==> src/djb_pkg.sv <==
`timescale 1ns / 1ps

package djb_pkg;

	// default accumulator width
	localparam int HASH_BITS_DEF = 64;

	// djb2 seed and multiply-by-33 shift
	localparam int unsigned DJB_SEED  = 5381;
	localparam int unsigned DJB_SHIFT = 5;

	// bucket count after reset
	localparam logic [31:0] BUCKET_RESET = 32'd1024;

	// depth of the hash queue between front and back, a power of two
	localparam int QUEUE_DEPTH = 4;

	// back end sequencer states
	typedef enum logic [1:0] {
		B_IDLE,
		B_DIV,
		B_FIN
	} back_state_t;

	// queue control driven by the front end
	typedef struct packed {
		logic push;
		logic full;
	} queue_ctl_t;

endpackage

==> src/djb_ifs.sv <==
`timescale 1ns / 1ps

// key byte channel
interface djb_byte_if;
	logic       valid;
	logic       ready;
	logic [7:0] key_byte;

	modport source (output valid, output key_byte, input ready);
	modport sink (input valid, input key_byte, output ready);
endinterface

// result channel
interface djb_result_if;
	logic        valid;
	logic        ready;
	logic [31:0] bucket_index;
	logic [63:0] hash_value;

	modport source (output valid, output bucket_index, output hash_value, input ready);
	modport sink (input valid, input bucket_index, input hash_value, output ready);
endinterface

// bucket count write channel
interface djb_cfg_if;
	logic        valid;
	logic        ready;
	logic [31:0] bucket_count;

	modport source (output valid, output bucket_count, input ready);
	modport sink (input valid, input bucket_count, output ready);
endinterface

==> src/djb_front.sv <==
`timescale 1ns / 1ps

module djb_front #(
	parameter int HASH_BITS = djb_pkg::HASH_BITS_DEF
) (
	input  logic                  clk,
	input  logic                  arst_n,
	djb_byte_if.sink              key_in,
	input  logic                  q_full,
	output djb_pkg::queue_ctl_t   q_ctl,
	output logic [HASH_BITS-1:0]  q_data
);

	localparam logic [HASH_BITS-1:0] SEED = HASH_BITS'(djb_pkg::DJB_SEED);

	logic [HASH_BITS-1:0] hash_q;
	logic                 accept;
	logic                 term;

	// take a byte whenever the queue can hold a finished key
	assign key_in.ready = !q_full;
	assign accept       = key_in.valid && key_in.ready;
	assign term         = (key_in.key_byte == 8'd0);

	// finished hash goes to the queue on the terminating byte
	assign q_ctl.push = accept && term;
	assign q_ctl.full = q_full;
	assign q_data     = hash_q;

	// accumulator: hash * 33 + byte, back to the seed after each key
	always_ff @(posedge clk or negedge arst_n) begin
		if (!arst_n) begin
			hash_q <= SEED;
		end else if (accept) begin
			if (term) begin
				hash_q <= SEED;
			end else begin
				hash_q <= (hash_q << djb_pkg::DJB_SHIFT) + hash_q
					+ HASH_BITS'(key_in.key_byte);
			end
		end
	end

endmodule

==> src/djb_queue.sv <==
`timescale 1ns / 1ps

module djb_queue #(
	parameter int HASH_BITS = djb_pkg::HASH_BITS_DEF
) (
	input  logic                  clk,
	input  logic                  arst_n,
	input  djb_pkg::queue_ctl_t   q_ctl,
	input  logic [HASH_BITS-1:0]  wr_data,
	output logic                  full,
	output logic                  rd_valid,
	input  logic                  pop,
	output logic [HASH_BITS-1:0]  rd_data
);

	localparam int DEPTH = djb_pkg::QUEUE_DEPTH;
	localparam int PW    = $clog2(DEPTH);
	localparam int CW    = $clog2(DEPTH + 1);

	logic [HASH_BITS-1:0] mem_q [DEPTH];
	logic [PW-1:0]        wr_ptr_q;
	logic [PW-1:0]        rd_ptr_q;
	logic [CW-1:0]        cnt_q;
	logic                 do_push;
	logic                 do_pop;

	assign full     = (cnt_q == CW'(DEPTH));
	assign rd_valid = (cnt_q != '0);
	assign rd_data  = mem_q[rd_ptr_q];
	assign do_push  = q_ctl.push && !q_ctl.full;
	assign do_pop   = pop && rd_valid;

	// storage
	always_ff @(posedge clk) begin
		if (do_push) begin
			mem_q[wr_ptr_q] <= wr_data;
		end
	end

	// pointers and fill count
	always_ff @(posedge clk or negedge arst_n) begin
		if (!arst_n) begin
			wr_ptr_q <= '0;
			rd_ptr_q <= '0;
			cnt_q    <= '0;
		end else begin
			if (do_push) begin
				wr_ptr_q <= wr_ptr_q + PW'(1);
			end
			if (do_pop) begin
				rd_ptr_q <= rd_ptr_q + PW'(1);
			end
			if (do_push && !do_pop) begin
				cnt_q <= cnt_q + CW'(1);
			end else if (do_pop && !do_push) begin
				cnt_q <= cnt_q - CW'(1);
			end
		end
	end

endmodule

==> src/djb_back.sv <==
`timescale 1ns / 1ps

module djb_back #(
	parameter int HASH_BITS = djb_pkg::HASH_BITS_DEF
) (
	input  logic                  clk,
	input  logic                  arst_n,
	djb_cfg_if.sink               cfg,
	input  logic                  q_valid,
	input  logic [HASH_BITS-1:0]  q_data,
	output logic                  q_pop,
	djb_result_if.source          result_out
);

	localparam int CW = $clog2(HASH_BITS + 1);

	djb_pkg::back_state_t state_q;
	djb_pkg::back_state_t state_d;

	logic [31:0]          bucket_count_q;
	logic [31:0]          div_q;
	logic [HASH_BITS-1:0] dvd_q;
	logic [HASH_BITS-1:0] hash_q;
	logic [31:0]          rem_q;
	logic [CW-1:0]        cnt_q;
	logic                 out_valid_q;
	logic [31:0]          out_bucket_q;
	logic [63:0]          out_hash_q;

	logic                 out_free;
	logic                 step;
	logic                 load_out;
	logic [32:0]          trial;
	logic [32:0]          diff;
	logic [31:0]          rem_next;

	// configuration register, always writable
	assign cfg.ready = 1'b1;

	always_ff @(posedge clk or negedge arst_n) begin
		if (!arst_n) begin
			bucket_count_q <= djb_pkg::BUCKET_RESET;
		end else if (cfg.valid) begin
			bucket_count_q <= cfg.bucket_count;
		end
	end

	// restoring divide step, one quotient bit per cycle
	// a zero divisor always subtracts nothing, leaving the low 32 hash bits
	assign trial    = {rem_q, dvd_q[HASH_BITS-1]};
	assign diff     = trial - {1'b0, div_q};
	assign rem_next = (trial >= {1'b0, div_q}) ? diff[31:0] : trial[31:0];

	assign out_free = !out_valid_q || result_out.ready;

	// next state
	always_comb begin
		state_d = state_q;
		unique case (state_q)
			djb_pkg::B_IDLE: begin
				if (q_valid) begin
					state_d = djb_pkg::B_DIV;
				end
			end
			djb_pkg::B_DIV: begin
				if (cnt_q == CW'(1)) begin
					state_d = djb_pkg::B_FIN;
				end
			end
			djb_pkg::B_FIN: begin
				if (out_free) begin
					state_d = djb_pkg::B_IDLE;
				end
			end
			default: state_d = djb_pkg::B_IDLE;
		endcase
	end

	// sequencer outputs
	always_comb begin
		q_pop    = 1'b0;
		step     = 1'b0;
		load_out = 1'b0;
		unique case (state_q)
			djb_pkg::B_IDLE: q_pop    = q_valid;
			djb_pkg::B_DIV:  step     = 1'b1;
			djb_pkg::B_FIN:  load_out = out_free;
			default: ;
		endcase
	end

	always_ff @(posedge clk or negedge arst_n) begin
		if (!arst_n) begin
			state_q <= djb_pkg::B_IDLE;
			cnt_q   <= '0;
		end else begin
			state_q <= state_d;
			if (q_pop) begin
				cnt_q <= CW'(HASH_BITS);
			end else if (step) begin
				cnt_q <= cnt_q - CW'(1);
			end
		end
	end

	// divider datapath
	always_ff @(posedge clk) begin
		if (q_pop) begin
			dvd_q  <= q_data;
			hash_q <= q_data;
			div_q  <= bucket_count_q;
			rem_q  <= '0;
		end else if (step) begin
			dvd_q <= dvd_q << 1;
			rem_q <= rem_next;
		end
	end

	// output register parts the divider from the receiver
	always_ff @(posedge clk or negedge arst_n) begin
		if (!arst_n) begin
			out_valid_q <= 1'b0;
		end else if (load_out) begin
			out_valid_q <= 1'b1;
		end else if (result_out.ready) begin
			out_valid_q <= 1'b0;
		end
	end

	always_ff @(posedge clk) begin
		if (load_out) begin
			out_bucket_q <= rem_q + 32'd1;
			out_hash_q   <= 64'(hash_q);
		end
	end

	assign result_out.valid        = out_valid_q;
	assign result_out.bucket_index = out_bucket_q;
	assign result_out.hash_value   = out_hash_q;

endmodule

==> src/djb2_hash_bucket_select_unit.sv <==
`timescale 1ns / 1ps

// djb2 string hash with one-based bucket selection
// key_in carries key bytes; a zero byte ends the key and is not hashed.
// each nonzero byte updates hash = hash * 33 + byte, wrapping at HASH_BITS.
// result_out carries one request per key: the hash and (hash mod count) + 1.
// cfg writes the bucket count; write it only while the block is idle.
// a bucket count of zero gives the low 32 hash bits plus one.
// key bytes are taken one per cycle while the hash queue has room.
// the zero byte's hash is queued, then divided and loaded into the output register.
// the back end works on one key at a time on the bit-serial divider;
// the queue holds QUEUE_DEPTH finished hashes, so short keys back up there
// and key_in.ready drops while the queue is full.
// a result waits in the output register while result_out.ready is low; the
// divider keeps working on the next key until it needs that register.
// reset sets the hash to 5381, the bucket count to 1024 and empties the queue.
module djb2_hash_bucket_select_unit #(
	parameter int HASH_BITS = djb_pkg::HASH_BITS_DEF
) (
	input  logic          clk,
	input  logic          arst_n,
	djb_byte_if.sink      key_in,
	djb_result_if.source  result_out,
	djb_cfg_if.sink       cfg
);

	djb_pkg::queue_ctl_t  q_ctl;
	logic [HASH_BITS-1:0] q_wr_data;
	logic [HASH_BITS-1:0] q_rd_data;
	logic                 q_full;
	logic                 q_valid;
	logic                 q_pop;

	// byte intake and hash accumulator
	djb_front #(.HASH_BITS(HASH_BITS)) u_front (
		.clk    (clk),
		.arst_n (arst_n),
		.key_in (key_in),
		.q_full (q_full),
		.q_ctl  (q_ctl),
		.q_data (q_wr_data)
	);

	// finished hashes waiting for the divider
	djb_queue #(.HASH_BITS(HASH_BITS)) u_queue (
		.clk      (clk),
		.arst_n   (arst_n),
		.q_ctl    (q_ctl),
		.wr_data  (q_wr_data),
		.full     (q_full),
		.rd_valid (q_valid),
		.pop      (q_pop),
		.rd_data  (q_rd_data)
	);

	// bucket selection and result delivery
	djb_back #(.HASH_BITS(HASH_BITS)) u_back (
		.clk        (clk),
		.arst_n     (arst_n),
		.cfg        (cfg),
		.q_valid    (q_valid),
		.q_data     (q_rd_data),
		.q_pop      (q_pop),
		.result_out (result_out)
	);

endmodule

==> src/flat_wrapper.sv <==
// flat-port wrapper written by rule: the top's interface ports become plain ports
module djb2_hash_bucket_select_unit_flat 
#(
	parameter int HASH_BITS = djb_pkg::HASH_BITS_DEF
)
  (clk, arst_n, key_in_valid, key_in_key_byte, key_in_ready, result_out_valid, result_out_bucket_index, result_out_hash_value, result_out_ready, cfg_valid, cfg_bucket_count, cfg_ready);
  djb_byte_if key_in_i ();
  djb_result_if result_out_i ();
  djb_cfg_if cfg_i ();
  input  logic clk;
  input  logic arst_n;
  input wire logic [$bits(key_in_i.valid)-1:0] key_in_valid;
  input wire logic [$bits(key_in_i.key_byte)-1:0] key_in_key_byte;
  output wire logic [$bits(key_in_i.ready)-1:0] key_in_ready;
  output wire logic [$bits(result_out_i.valid)-1:0] result_out_valid;
  output wire logic [$bits(result_out_i.bucket_index)-1:0] result_out_bucket_index;
  output wire logic [$bits(result_out_i.hash_value)-1:0] result_out_hash_value;
  input wire logic [$bits(result_out_i.ready)-1:0] result_out_ready;
  input wire logic [$bits(cfg_i.valid)-1:0] cfg_valid;
  input wire logic [$bits(cfg_i.bucket_count)-1:0] cfg_bucket_count;
  output wire logic [$bits(cfg_i.ready)-1:0] cfg_ready;
  assign key_in_i.valid = key_in_valid;
  assign key_in_i.key_byte = key_in_key_byte;
  assign key_in_ready = key_in_i.ready;
  assign result_out_valid = result_out_i.valid;
  assign result_out_bucket_index = result_out_i.bucket_index;
  assign result_out_hash_value = result_out_i.hash_value;
  assign result_out_i.ready = result_out_ready;
  assign cfg_i.valid = cfg_valid;
  assign cfg_i.bucket_count = cfg_bucket_count;
  assign cfg_ready = cfg_i.ready;
  djb2_hash_bucket_select_unit #(.HASH_BITS(HASH_BITS)) u_core (.clk(clk), .arst_n(arst_n), .key_in(key_in_i), .result_out(result_out_i), .cfg(cfg_i));
endmodule
==> config.mk <==
export PLATFORM = sky130hd
export DESIGN_NAME = djb2_hash_bucket_select_unit_flat
export DESIGN_NICKNAME = d
export VERILOG_FILES = /design/src/djb_pkg.sv /design/src/djb_ifs.sv /design/src/djb_front.sv /design/src/djb_queue.sv /design/src/djb_back.sv /design/src/djb2_hash_bucket_select_unit.sv /design/src/flat_wrapper.sv
export SDC_FILE = /design/constraint.sdc
export NUM_CORES = 1
export LEC_CHECK = 0
export BUFFER_PORTS_ARGS = -buffer_cell sky130_fd_sc_hd__clkbuf_2
export CAP_MARGIN = 5
export CORE_MARGIN = 2
export CORE_UTILIZATION = 25
export DETAILED_ROUTE_END_ITERATION = 8
export MAX_ROUTING_LAYER = met4
export PLACE_DENSITY = 0.44
export SETUP_SLACK_MARGIN = 0.2
export SYNTH_ARGS = -nofsm -noshare
export SYNTH_HDL_FRONTEND = slang
export SYNTH_HIERARCHICAL = 1
export SYNTH_SLANG_ARGS = --single-unit
==> constraint.sdc <==
create_clock -name clk -period 5.25 [get_ports clk]
set_clock_uncertainty 0.2 [all_clocks]
set_input_delay 0.525 -clock clk [delete_from_list [all_inputs] [get_ports clk]]
set_output_delay 0.525 -clock clk [all_outputs]
set_load 0.01 [all_outputs]
# Yosys cells after proc, flatten, opt, wreduce, memory -nomap -nowiden
# Memory sizes are Yosys's and may differ from the RTL's.
# Index checks and enable logic that the tools add are counted.
op_classes:
  eq_ne: 7
  n_reduce_logical: 18
  n_mux: 19
  addsub: 9
  order_cmp: 1
op_table:
  columns: ["cell", "n"]
  rows:
  - ["64-bit 2-to-1 mux", 3]
  - ["64-bit adder", 1]
  - ["64-bit by 8-bit adder with 64-bit output", 1]
  - ["33-bit by 32-bit >= comparator with 1-bit output", 1]
  - ["32-bit by 1-bit adder with 32-bit output (second input constant)", 1]
  - ["32-bit 2-to-1 mux", 1]
  - ["32-bit subtractor", 1]
  - ["7-bit 2-to-1 mux", 2]
  - ["8-bit zero test", 1]
  - ["7-bit by 1-bit == test with 1-bit output (second input constant)", 1]
  - ["1-bit 2-to-1 mux", 7]
  - ["7-bit by 1-bit subtractor with 7-bit output (second input constant)", 1]
  - ["1-bit logical AND", 6]
  - ["2-bit 2-to-1 mux", 3]
  - ["3-bit 2-to-1 mux", 2]
  - ["2-bit inequality test (second input constant)", 3]
  - ["2-bit case mux with 3 select lines", 1]
  - ["2-bit nonzero test", 3]
  - ["2-bit by 1-bit adder with 2-bit output (second input constant)", 2]
  - ["1-bit zero test", 4]
  - ["3-bit by 1-bit adder with 3-bit output (second input constant)", 1]
  - ["3-bit == test (second input constant)", 1]
  - ["3-bit AND reduction", 1]
  - ["3-bit nonzero test", 1]
  - ["5 further kinds", 5]
word_totals:
  mem_count: 1
  reg_bits: 401
  output_inout_bits: 99
  word_cells: 69
  ram_bits: 256
  input_bits: 45
mem_list:
  columns: ["name", "depth", "word_bits", "read_ports", "rd_ports_with_merged_regs", "write_ports", "line_no", "source"]
  rows:
  - ["u_core.u_queue.mem_q", 4, 64, 1, 0, 1, "djb_queue.sv:20", "logic [HASH_BITS-1:0] mem_q [DEPTH];"]

# Depth between registers and ports, before layout
# Gate-level depths: netlist (run 1).
logic_depth:
  depth_word: 9
  mapped_depth: 15
  mapped_depth_nobuf: 14

# Hierarchy
# The synthesis (run 1) kept the hierarchy.
modules_own_cells:
  columns: ["module", "seq_area_each_um2", "cells_per_inst", "n_inst", "area_each_um2"]
  rows:
  - ["djb_back", 9380.2, 1054, 1, 13686.9]
  - ["djb_queue", 7862.5, 370, 1, 9636.7]
  - ["djb_front", 1607.8, 784, 1, 6880.3]

# Worst setup path after synthesis (run 1)
# OpenSTA, ideal clock, no wires.
synth_path:
  path_type: "reg-to-reg"
  from: "reg u_core.u_queue.cnt_q[0]"
  to: "reg u_core.u_queue.cnt_q[1]"
  setup_time_ns: 0.125
  setup_slack_ns: -0.440
  arrival_ns: 5.365
  stages_incl_launch_ff: 11
  synth_period_minus_slack_ns: 5.690
  n_path_buf: 2
  required_time_ns: 4.925
  path_cell_list: "dfrtp_1 > or3_1 > nand2_1 > inv_1 > clkbuf_1 > clkbuf_1 > nand2_1 > ha_1 > inv_1 > fa_1 > mux2_2"
synth_via:
  word_cells_on_any_way: 17
  cone_classes: "add/sub: 2; eq/ne: 1; mux: 3; reduce/logical: 11"
synth_rtl:
  columns: ["element", "line_no", "source"]
  rows:
  - ["start, declared", "djb_queue.sv:23", "logic [CW-1:0] cnt_q;"]
  - ["start signal, assigned", "djb_queue.sv:54", "cnt_q <= cnt_q + CW'(1);"]
  - ["start signal, assigned", "djb_queue.sv:56", "cnt_q <= cnt_q - CW'(1);"]
  - ["3-bit nonzero test *", "djb_queue.sv:28", "assign rd_valid = (cnt_q != '0);"]
  - ["net u_core.q_valid", "djb2_hash_bucket_select_unit.sv:31", "logic q_valid;"]
  - ["1-bit 2-to-1 mux *", "djb_back.sv:84", "unique case (state_q)"]
  - ["net u_core.q_pop", "djb2_hash_bucket_select_unit.sv:32", "logic q_pop;"]
  - ["1-bit logical AND *", "djb_queue.sv:31", "assign do_pop = pop && rd_valid;"]
  - ["1-bit zero test", "djb_queue.sv:53", "if (do_push && !do_pop) begin"]
  - ["1-bit logical AND", "djb_queue.sv:53", null]
  - ["3-bit 2-to-1 mux / 2-bit nonzero test (equally long branches)", null, null]
# The timed path passes the listed nets; every way through them passes the cells marked *. The select of a mux whose other input is x is not followed.
# A chain may end at the register's enable or synchronous reset.

# Final worst setup path (run 1)
layout_path:
  from: "reg u_core.u_front.hash_q[0] (netlist: u_core/u_front/q_data[0])"
  to: "reg u_core.u_front.hash_q[62] (netlist: u_core/u_front/q_data[62])"
layout_via:
  elab_chain_cells: 3
layout_lines:
  columns: ["element", "line_no", "source"]
  rows:
  - ["start, declared", "djb_front.sv:16", "logic [HASH_BITS-1:0] hash_q;"]
  - ["start signal, assigned", "djb_front.sv:38", "hash_q <= (hash_q << djb_pkg::DJB_SHIFT) + hash_q"]
  - ["64-bit adder", "djb_front.sv:38", null]
  - ["64-bit by 8-bit adder with 64-bit output", "djb_front.sv:39", "+ HASH_BITS'(key_in.key_byte);"]
  - ["64-bit 2-to-1 mux", "djb_front.sv:35", "if (term) begin"]
# Every way passes these cells.

==> flow_metrics.py, run 1 <==
metrics = {
    "floorplan": {
        "chipWidth_um": 352,
        "die_h_um": 352,
        "core-area_mm2": 0.120,
        "row_count": 127,
        "io_pins": 144,
        "starting_density_of_the_core": 0.252,
        "dieArea_mm2": 0.124,
    },
    "finish": {
        "seq_area_mm2": 0.0189,
        "final_layout_size_suffix_gt1_frac": 0.168,
        "area_delta_synth_final_pct": 17.5,
        "final_design_area_no_fill_mm2": 0.0355,
        "multi_input_area_mm2": 0.0107,
        "num-fill-cells": 12200,
        "finish.net_count": 2605,
    },
    "clock_network": {
        "cts_tree": "built",
        "numCtsBuffers": 76,
        "tritoncts_num_sinks": 657,
        "cts.repair.resized": 0,
        "clock_tree.root_cell": "sky130_fd_sc_hd__clkbuf_16",
        "cts-root-to-sink-buffers": 3,
        "clock_insertion_delay_worst_skew_ns": 0.64,
        "cts_max_level": 3,
        "cts.reportedPaths.clkPinSlew_ns": 0.06,
    },
    "sta": {
        "timing_hold_violations_final": 0,
        "setup_repair_after_global_routing_missed_its_margin": "no",
        "worst_pin_slew_ns": 1.17,
        "slew_headroom": 0.218,
        "timing.final.setup_violations": 0,
        "finalCritPeriodShare": 0.780,
        "finalWorstPathRequiredPeriod_ns": 4.10,
        "fmaxAchievable_mhz": 244,
        "hold_slack_ns": 0.164,
        "final_max_slew_viol_count": 0,
        "final.setup.tns_ns": 0,
    },
    "outcome": {
        "run_status": "complete, no violations",
    },
    "route": {
        "first_pass_iters": 5,
        "detailroute.via_count": 18400,
        "detail_route.drc_violations": 0,
        "antenna_violating_nets_post_route": 0,
        "routed_via_density": 4.51,
        "first_iter_violations": 962,
        "post_drt_wl_per_cell_um": 18.4,
        "routed_wirelength_um": 75000,
    },
    "global_route": {
        "grt_pass1_vias": 19300,
        "grt_max_degree": 114,
        "global_route_usage_sum": 0.125,
        "antenna_found_initial": 1,
        "grt-ovfl-total": 0,
        "first_pass_grt_wire_length_um": 116000,
    },
    "synthesis": {
        "synth_sequential_area_ratio": 0.624,
        "netlist_area_mm2": 0.0302,
        "yosys_warnings": 6,
        "synth-edff-count": 512,
        "syn-mean-instance-area_um2": 13.7,
        "ys_ff_latch": 657,
        "yosys_most_used_dff": "sky130_fd_sc_hd__edfxtp_1",
        "synth_fp_nets": 2421,
        "asyncSetResetFlopFracSynth": 0.172,
        "synth_cell_type_count": 96,
        "postSynthCellCount": 2208,
    },
    "placement": {
        "postPlaceCellArea_mm2": 0.0327,
        "place_hpwl_um": 51300,
        "routabilityCongestion": 0.866,
        "numPortBuffers": 142,
    },
    "critical_path": {
        "critical-path-max-stage-delay_ns": 0.57,
        "critPathLaunch": "u_core/u_front/q_data[0]",
        "worstReg2RegStart": "u_core/u_front/q_data[0]",
        "path_buf_inv": 2,
        "critical_path_s_slowest_cell": "sky130_fd_sc_hd__dfstp_2",
        "cp.depth": 13,
        "crit_path_end_kind": "flip-flop",
        "crit_path_cell_trace": "inv_1 -> fa_1 -> inv_1 -> ha_1 -> nand4b_1 -> a2111o_1 -> a21o_1 -> nand3_2 -> a21oi_2 -> o41a_4 -> o31ai_1 -> nand4b_1 -> o211ai_1",
        "worstRegToRegCells": 13,
        "worstSetupStartpointType": "flip-flop",
        "worstPathRequired_ns": 5.60,
        "critical_path_arrival_ns": 4.45,
        "worst_path_dominant_cell_family": "compound AO/OA/AOI/OAI gates",
        "path_class": "flip-flop to flip-flop",
        "crit_fanout": 6,
    },
    "worst_hold_path": {
        "timing.hold.worst.start": "key_in_key_byte[0]",
        "min_delay_path_depth": 4,
        "kind_of_path_behind_the_tightest_hold_check": "primary input to flip-flop",
    },
    "power": {
        "p_leak_nw": 13.5,
        "power_density_mw_per_mm2": 568,
        "ir_worst_vdd_v": 0.000298,
    },
    "job": {
        "max-cap-violations": 0,
    },
}
==> final timing paths <==
kind,to,slack [ns]
worst min-delay path,u_core/u_front/q_data[0],0.16
worst max-delay path,u_core/u_front/q_data[62],1.15
min in group asynchronous,u_core/u_back/bucket_count_q[8],0.26
worst max register to register,u_core/u_front/q_data[62],1.15
max in group asynchronous,u_core/u_queue/rd_ptr_q[0],3.88
worst min register to register,u_core/u_back/result_out.hash_value[60],0.22
==> logic make-up (layout without fill, tap and decap cells) <==
kind of cell / count (synthesis) / in the layout / synth area share
xor+xnor: 120 / 120 / 0.0348
fa+ha+maj: 168 / 168 / 0.0711
mux: 117 / 117 / 0.0667
other cells: 1 / 2 / 0.000124
compound gates: 421 / 421 / 0.0958
buf+inv: 160 / 407 / 0.0233
flops: 657 / 657 / 0.624
simple gates: 564 / 564 / 0.0841
==> state kept, by name (all words and copies together) (netlist names) <==
signal and count:
u_core/u_back/result_out.valid 1, u_core/u_back/result_out.hash_value 64, u_core/u_back/state_q 2, u_core/u_back/result_out.bucket_index 32, u_core/u_back/div_q 32, u_core/u_back/dvd_q 64
u_core/u_queue/cnt_q 3, u_core/u_queue/rd_ptr_q 2, u_core/u_queue/mem_q 256, u_core/u_back/cnt_q 7, u_core/u_back/rem_q 32, u_core/u_back/bucket_count_q 32
u_core/u_front/q_data 64, u_core/u_queue/wr_ptr_q 2, u_core/u_back/hash_q 64
==> tightest hold or removal path, stage by stage <==
cell and delay (ns):
sky130_fd_sc_hd__clkbuf_2 0.13, sky130_fd_sc_hd__ha_1 0.14, sky130_fd_sc_hd__o21ai_0 0.07, sky130_fd_sc_hd__o21ai_0 0.08
==> synthesized netlist by cell type (all sizes together) (10+ instances only) <==
cell | number | area [µm²]
a21o | 47 | 353
a21oi | 112 | 583
a22o | 48 | 420
a32oi | 10 | 87.6
and3 | 12 | 75.1
buf | 32 | 224
clkbuf | 63 | 236
dfrtp | 107 | 2680
dfxtp | 32 | 641
edfxtp | 512 | 15400
ha | 162 | 2030
inv | 65 | 244
mux2 | 33 | 372
mux2i | 20 | 200
mux4 | 64 | 1440
nand2 | 312 | 1170
nand3 | 46 | 235
nand4 | 29 | 188
nor2 | 78 | 309
nor2b | 15 | 93.8
nor3 | 19 | 95.1
o211ai | 12 | 90.1
o21a | 10 | 75.1
o21ai | 85 | 425
o21bai | 16 | 120
o31ai | 11 | 96.3
xnor2 | 69 | 604
xor2 | 51 | 447
==> area by class of cell <==
type	instances	share of cell area
antenna	1	0.0000705
clock buffer	105	0.0585
clock inverter	36	0.00959
inverter	65	0.00702
multi-input combinational	1391	0.301
sequential	657	0.531
tap	1612	0.0568
timing repair buffer	201	0.0360
==> repair_timing <==
item	CTS	global route
buffers inserted	0	0
hold buffers	33	0
endpoints found under the hold margin	139	0
endpoints found under the setup margin	0	0
==> per-stage QoR <==
step,utilization,cells,power (mW),worst slack (ns)
after CTS,0.296,4067,20.4,1.17
after global placement,0.273,3893,15.1,1.05
after global routing,0.296,4067,21.6,0.884
after detailed placement,0.273,3893,15.1,1.03
after floorplan,-,2208,13.1,1.23
final,0.296,4068,20.1,1.15
==> power breakdown <==
| part | internal [mW] | switching, mW |
|---|---|---|
| logic | 3.26 | 4.53 |
| clock network | 2.95 | 2.16 |
| registers | 6.38 | 0.866 |
| total | 12.6 | 7.55 |
==> layout by cell type, fill, tap and decap left out, types with 19 or more instances in the layout <==
cell type,instances
sky130_fd_sc_hd__mux2i_1,20
sky130_fd_sc_hd__buf_4,24
sky130_fd_sc_hd__ha_1,162
sky130_fd_sc_hd__dlygate4sd3_1,33
sky130_fd_sc_hd__inv_1,63
sky130_fd_sc_hd__clkbuf_16,79
sky130_fd_sc_hd__dfxtp_1,32
sky130_fd_sc_hd__xnor2_1,69
sky130_fd_sc_hd__mux2_2,33
sky130_fd_sc_hd__o21ai_0,65
sky130_fd_sc_hd__nor2_1,75
sky130_fd_sc_hd__edfxtp_1,512
sky130_fd_sc_hd__nand3_1,45
sky130_fd_sc_hd__o21ai_1,20
sky130_fd_sc_hd__a21oi_1,108
sky130_fd_sc_hd__mux4_2,64
sky130_fd_sc_hd__nand4_1,28
sky130_fd_sc_hd__xor2_1,51
sky130_fd_sc_hd__a22o_1,48
sky130_fd_sc_hd__dfrtp_1,105
sky130_fd_sc_hd__clkbuf_2,141
sky130_fd_sc_hd__clkbuf_1,26
sky130_fd_sc_hd__a21o_1,47
sky130_fd_sc_hd__nand2_1,309
sky130_fd_sc_hd__nor3_1,19
==> routing by layer <==
metal / wire length [µm] / part of all wire / vias up / track usage
met5: 0 / 0 / - / -
met3: 2280 / 0.030 / 104 / 0.0211
met2: 36900 / 0.49 / 287 / 0.212
met4: 1500 / 0.020 / 0 / 0.0297
met1: 34300 / 0.46 / 9273 / 0.156
li1: - / - / 8693 / -
Note: power is estimated with default switching activity, not from simulation.
==> run 2: changes to the inputs <==
--- a/config.mk
+++ b/config.mk
@@ -11,7 +11,7 @@
 export CORE_UTILIZATION = 25
 export DETAILED_ROUTE_END_ITERATION = 8
 export MAX_ROUTING_LAYER = met4
-export PLACE_DENSITY = 0.44
+export PLACE_DENSITY = 0.42
 export SETUP_SLACK_MARGIN = 0.2
 export SYNTH_ARGS = -nofsm -noshare
 export SYNTH_HDL_FRONTEND = slang
==> constraint.sdc (replaced) <==
create_clock -name clk -period 4.1 [get_ports clk]
set_clock_uncertainty 0.2 [all_clocks]
set_input_delay 0.41 -clock clk [delete_from_list [all_inputs] [get_ports clk]]
set_output_delay 0.41 -clock clk [all_outputs]
set_load 0.01 [all_outputs]
==> run 2 against run 1 <==
  * Hold slack got worse by 0.045 ns
  * Clock power rose by 36%
  * Sequential power increased by 27%
  * Wire length is 2.9% higher
  * Via count increased by 1.8%
  * Setup slack got worse by 0.87 ns
  * Sequential cell count stayed put
  * Combinational power increased by 39%
  * Die area unchanged
  * First-iteration DRC count increased by 11%
  * Largest cell class unchanged
==> flow_metrics.py, run 2 (synthesis results as in run 1) <==
metrics = {
    "outcome": {
        "run_status": "complete, no violations",
    },
    "power": {
        "p_leak_nw": 13.9,
        "power_density_mw_per_mm2": 744,
        "ir_worst_vdd_v": 0.000359,
    },
    "sta": {
        "finalWorstPathRequiredPeriod_ns": 3.82,
        "final_max_slew_viol_count": 0,
        "finalCritPeriodShare": 0.931,
        "worst_pin_slew_ns": 1.03,
        "final.setup.tns_ns": 0,
        "setup_slack_ns": 0.284,
        "fmaxAchievable_mhz": 262,
        "hold_slack_ns": 0.119,
        "timing_hold_violations_final": 0,
        "timing.final.setup_violations": 0,
        "slew_headroom": 0.309,
        "setup_repair_after_global_routing_missed_its_margin": "yes",
    },
    "finish": {
        "finish.net_count": 2658,
        "largest_register_ff_count": 256,
        "final_design_area_no_fill_mm2": 0.0363,
        "fin_util": 0.303,
        "mostFrequentLayoutCell": "sky130_fd_sc_hd__edfxtp_1",
        "num-fill-cells": 12200,
        "area_delta_synth_final_pct": 20.0,
        "final_layout_size_suffix_gt1_frac": 0.198,
        "insertedDiodeCount": 0,
        "regMostFlops": "u_core/u_queue/mem_q",
        "layout.cells.most_common_list": "sky130_fd_sc_hd__edfxtp_1 (512), sky130_fd_sc_hd__nand2_1 (309), sky130_fd_sc_hd__ha_1 (160)",
    },
    "placement": {
        "place_hpwl_um": 53100,
        "numPortBuffers": 142,
        "pre_cts_slack_ns": 0.0694,
        "postPlaceCellArea_mm2": 0.0331,
        "routabilityCongestion": 0.836,
    },
    "clock_network": {
        "cts-root-to-sink-buffers": 3,
        "tritoncts_num_sinks": 657,
        "cts.reportedPaths.clkPinSlew_ns": 0.06,
        "numCtsBuffers": 80,
        "clock_insertion_delay_worst_skew_ns": 0.65,
        "cts_tree": "built",
        "cts_max_level": 3,
        "clock_tree.root_cell": "sky130_fd_sc_hd__clkbuf_16",
    },
    "worst_hold_path": {
        "kind_of_path_behind_the_tightest_hold_check": "primary input to flip-flop",
    },
    "critical_path": {
        "crit_path_cell_trace": "inv_2 -> fa_1 -> inv_1 -> ha_4 -> nand4b_1 -> a2111o_1 -> a21o_1 -> nand3_2 -> a21oi_2 -> o41a_4 -> o31ai_4 -> xor2_1 -> a22o_1",
        "path_buf_inv": 2,
        "worst_path_dominant_cell_family": "compound AO/OA/AOI/OAI gates",
        "crit_path_end_kind": "flip-flop",
        "path_class": "flip-flop to flip-flop",
        "worstPathRequired_ns": 4.43,
        "critical_path_arrival_ns": 4.15,
        "critical_path_s_slowest_cell": "sky130_fd_sc_hd__dfstp_2",
        "crit_fanout": 5,
        "critical-path-max-stage-delay_ns": 0.56,
        "worstSetupStartpointType": "flip-flop",
    },
    "floorplan": {
        "die_h_um": 352,
        "io_pins": 144,
        "core-area_mm2": 0.120,
        "chipWidth_um": 352,
        "dieArea_mm2": 0.124,
        "row_count": 127,
        "starting_density_of_the_core": 0.252,
    },
    "job": {
        "max-cap-violations": 0,
    },
    "global_route": {
        "grt_max_degree": 71,
        "grt-ovfl-total": 0,
        "antenna_found_initial": 0,
        "global_route_usage_sum": 0.129,
        "grt_pass1_vias": 19400,
        "first_pass_grt_wire_length_um": 119000,
    },
    "route": {
        "first_iter_violations": 1070,
        "post_drt_wl_per_cell_um": 18.7,
        "antenna_violating_nets_post_route": 0,
        "first_pass_iters": 5,
        "routed_wirelength_um": 77100,
        "detailroute.via_count": 18700,
        "detail_route.drc_violations": 0,
        "routed_via_density": 4.53,
    },
}
==> run 2: cell count changes in the layout (fill, tap and decap cells not counted), moves of 3 or more <==
cell,change
sky130_fd_sc_hd__clkbuf_1,-4
sky130_fd_sc_hd__a21oi_1,-3
sky130_fd_sc_hd__buf_4,+39
sky130_fd_sc_hd__bufinv_16,+3
sky130_fd_sc_hd__dfrtp_2,+9
sky130_fd_sc_hd__a21oi_2,+3
sky130_fd_sc_hd__dfrtp_1,-9
sky130_fd_sc_hd__buf_12,+9
sky130_fd_sc_hd__clkbuf_8,+4
==> run 2: metal layers <==
metal | part of all wire | wire length [µm] | global-route usage
met5 | 0 | 0 | -
met4 | 0.022 | 1730 | 0.0339
met1 | 0.45 | 34500 | 0.161
met2 | 0.49 | 38100 | 0.216
met3 | 0.036 | 2790 | 0.0219
==> run 2: worst paths after layout <==
check / from / end / slack, ns / cells after the start
worst min register to register: u_core/u_back/hash_q[58] / u_core/u_back/result_out.hash_value[58] / 0.22 / 0
min in group asynchronous: arst_n / u_core/u_back/bucket_count_q[9] / 0.18 / 2
max in group asynchronous: arst_n / u_core/u_front/q_data[39] / 2.56 / 3
worst max-delay path: u_core/u_front/q_data[0] / u_core/u_front/q_data[58] / 0.28 / 13
worst min-delay path: key_in_key_byte[7] / u_core/u_front/q_data[2] / 0.12 / 5
worst max register to register: u_core/u_front/q_data[0] / u_core/u_front/q_data[58] / 0.28 / 13
==> run 2: worst register-to-register path, delay by kind of cell, from the launching register on <==
kind | cells | cell delay (ns)
AO/OA/AOI/OAI | 6 | 1.66
XOR/XNOR | 1 | 0.09
adder cells (fa/ha/maj) | 2 | 0.80
buffers and inverters | 2 | 0.12
flip-flops | 1 | 0.56
AND/OR/NAND/NOR | 2 | 0.29
==> run 2: final cells by class <==
type	count	area, µm²	area share
inverter	65	249	0.00687
sequential	657	18900	0.520
clock inverter	40	403	0.0111
clock buffer	107	2160	0.0597
multi-input combinational	1391	10800	0.298
tap	1612	2020	0.0556
timing repair buffer	250	1760	0.0485
==> run 2: report_power, final <==
group	internal, mW	leakage, nW	switching [mW]
clock	4.11	1.24	2.85
sequential	8.19	6.37	1.01
combinational	4.65	6.29	6.16
total	16.9	13.9	10.0
==> run 2: through the flow <==
step	instances	power, mW
2_1_floorplan	2208	16.7
3_3_place_gp	3932	19.8
3_5_place_dp	3932	19.8
4_1_cts	4115	27.0
5_1_grt	4122	28.9
6_report	4122	27.0
==> run 2: repair_timing <==
| action | in CTS | in global routing |
|---|---|---|
| endpoints found under the hold margin | 75 | 0 |
| hold buffers | 34 | 0 |
| buffers inserted | 2 | 7 |
| pin swaps | 2 | 13 |
| setup endpoints to repair | 5 | 19 |
| resized for setup | 2 | 30 |
| cloned | 0 | 0 |
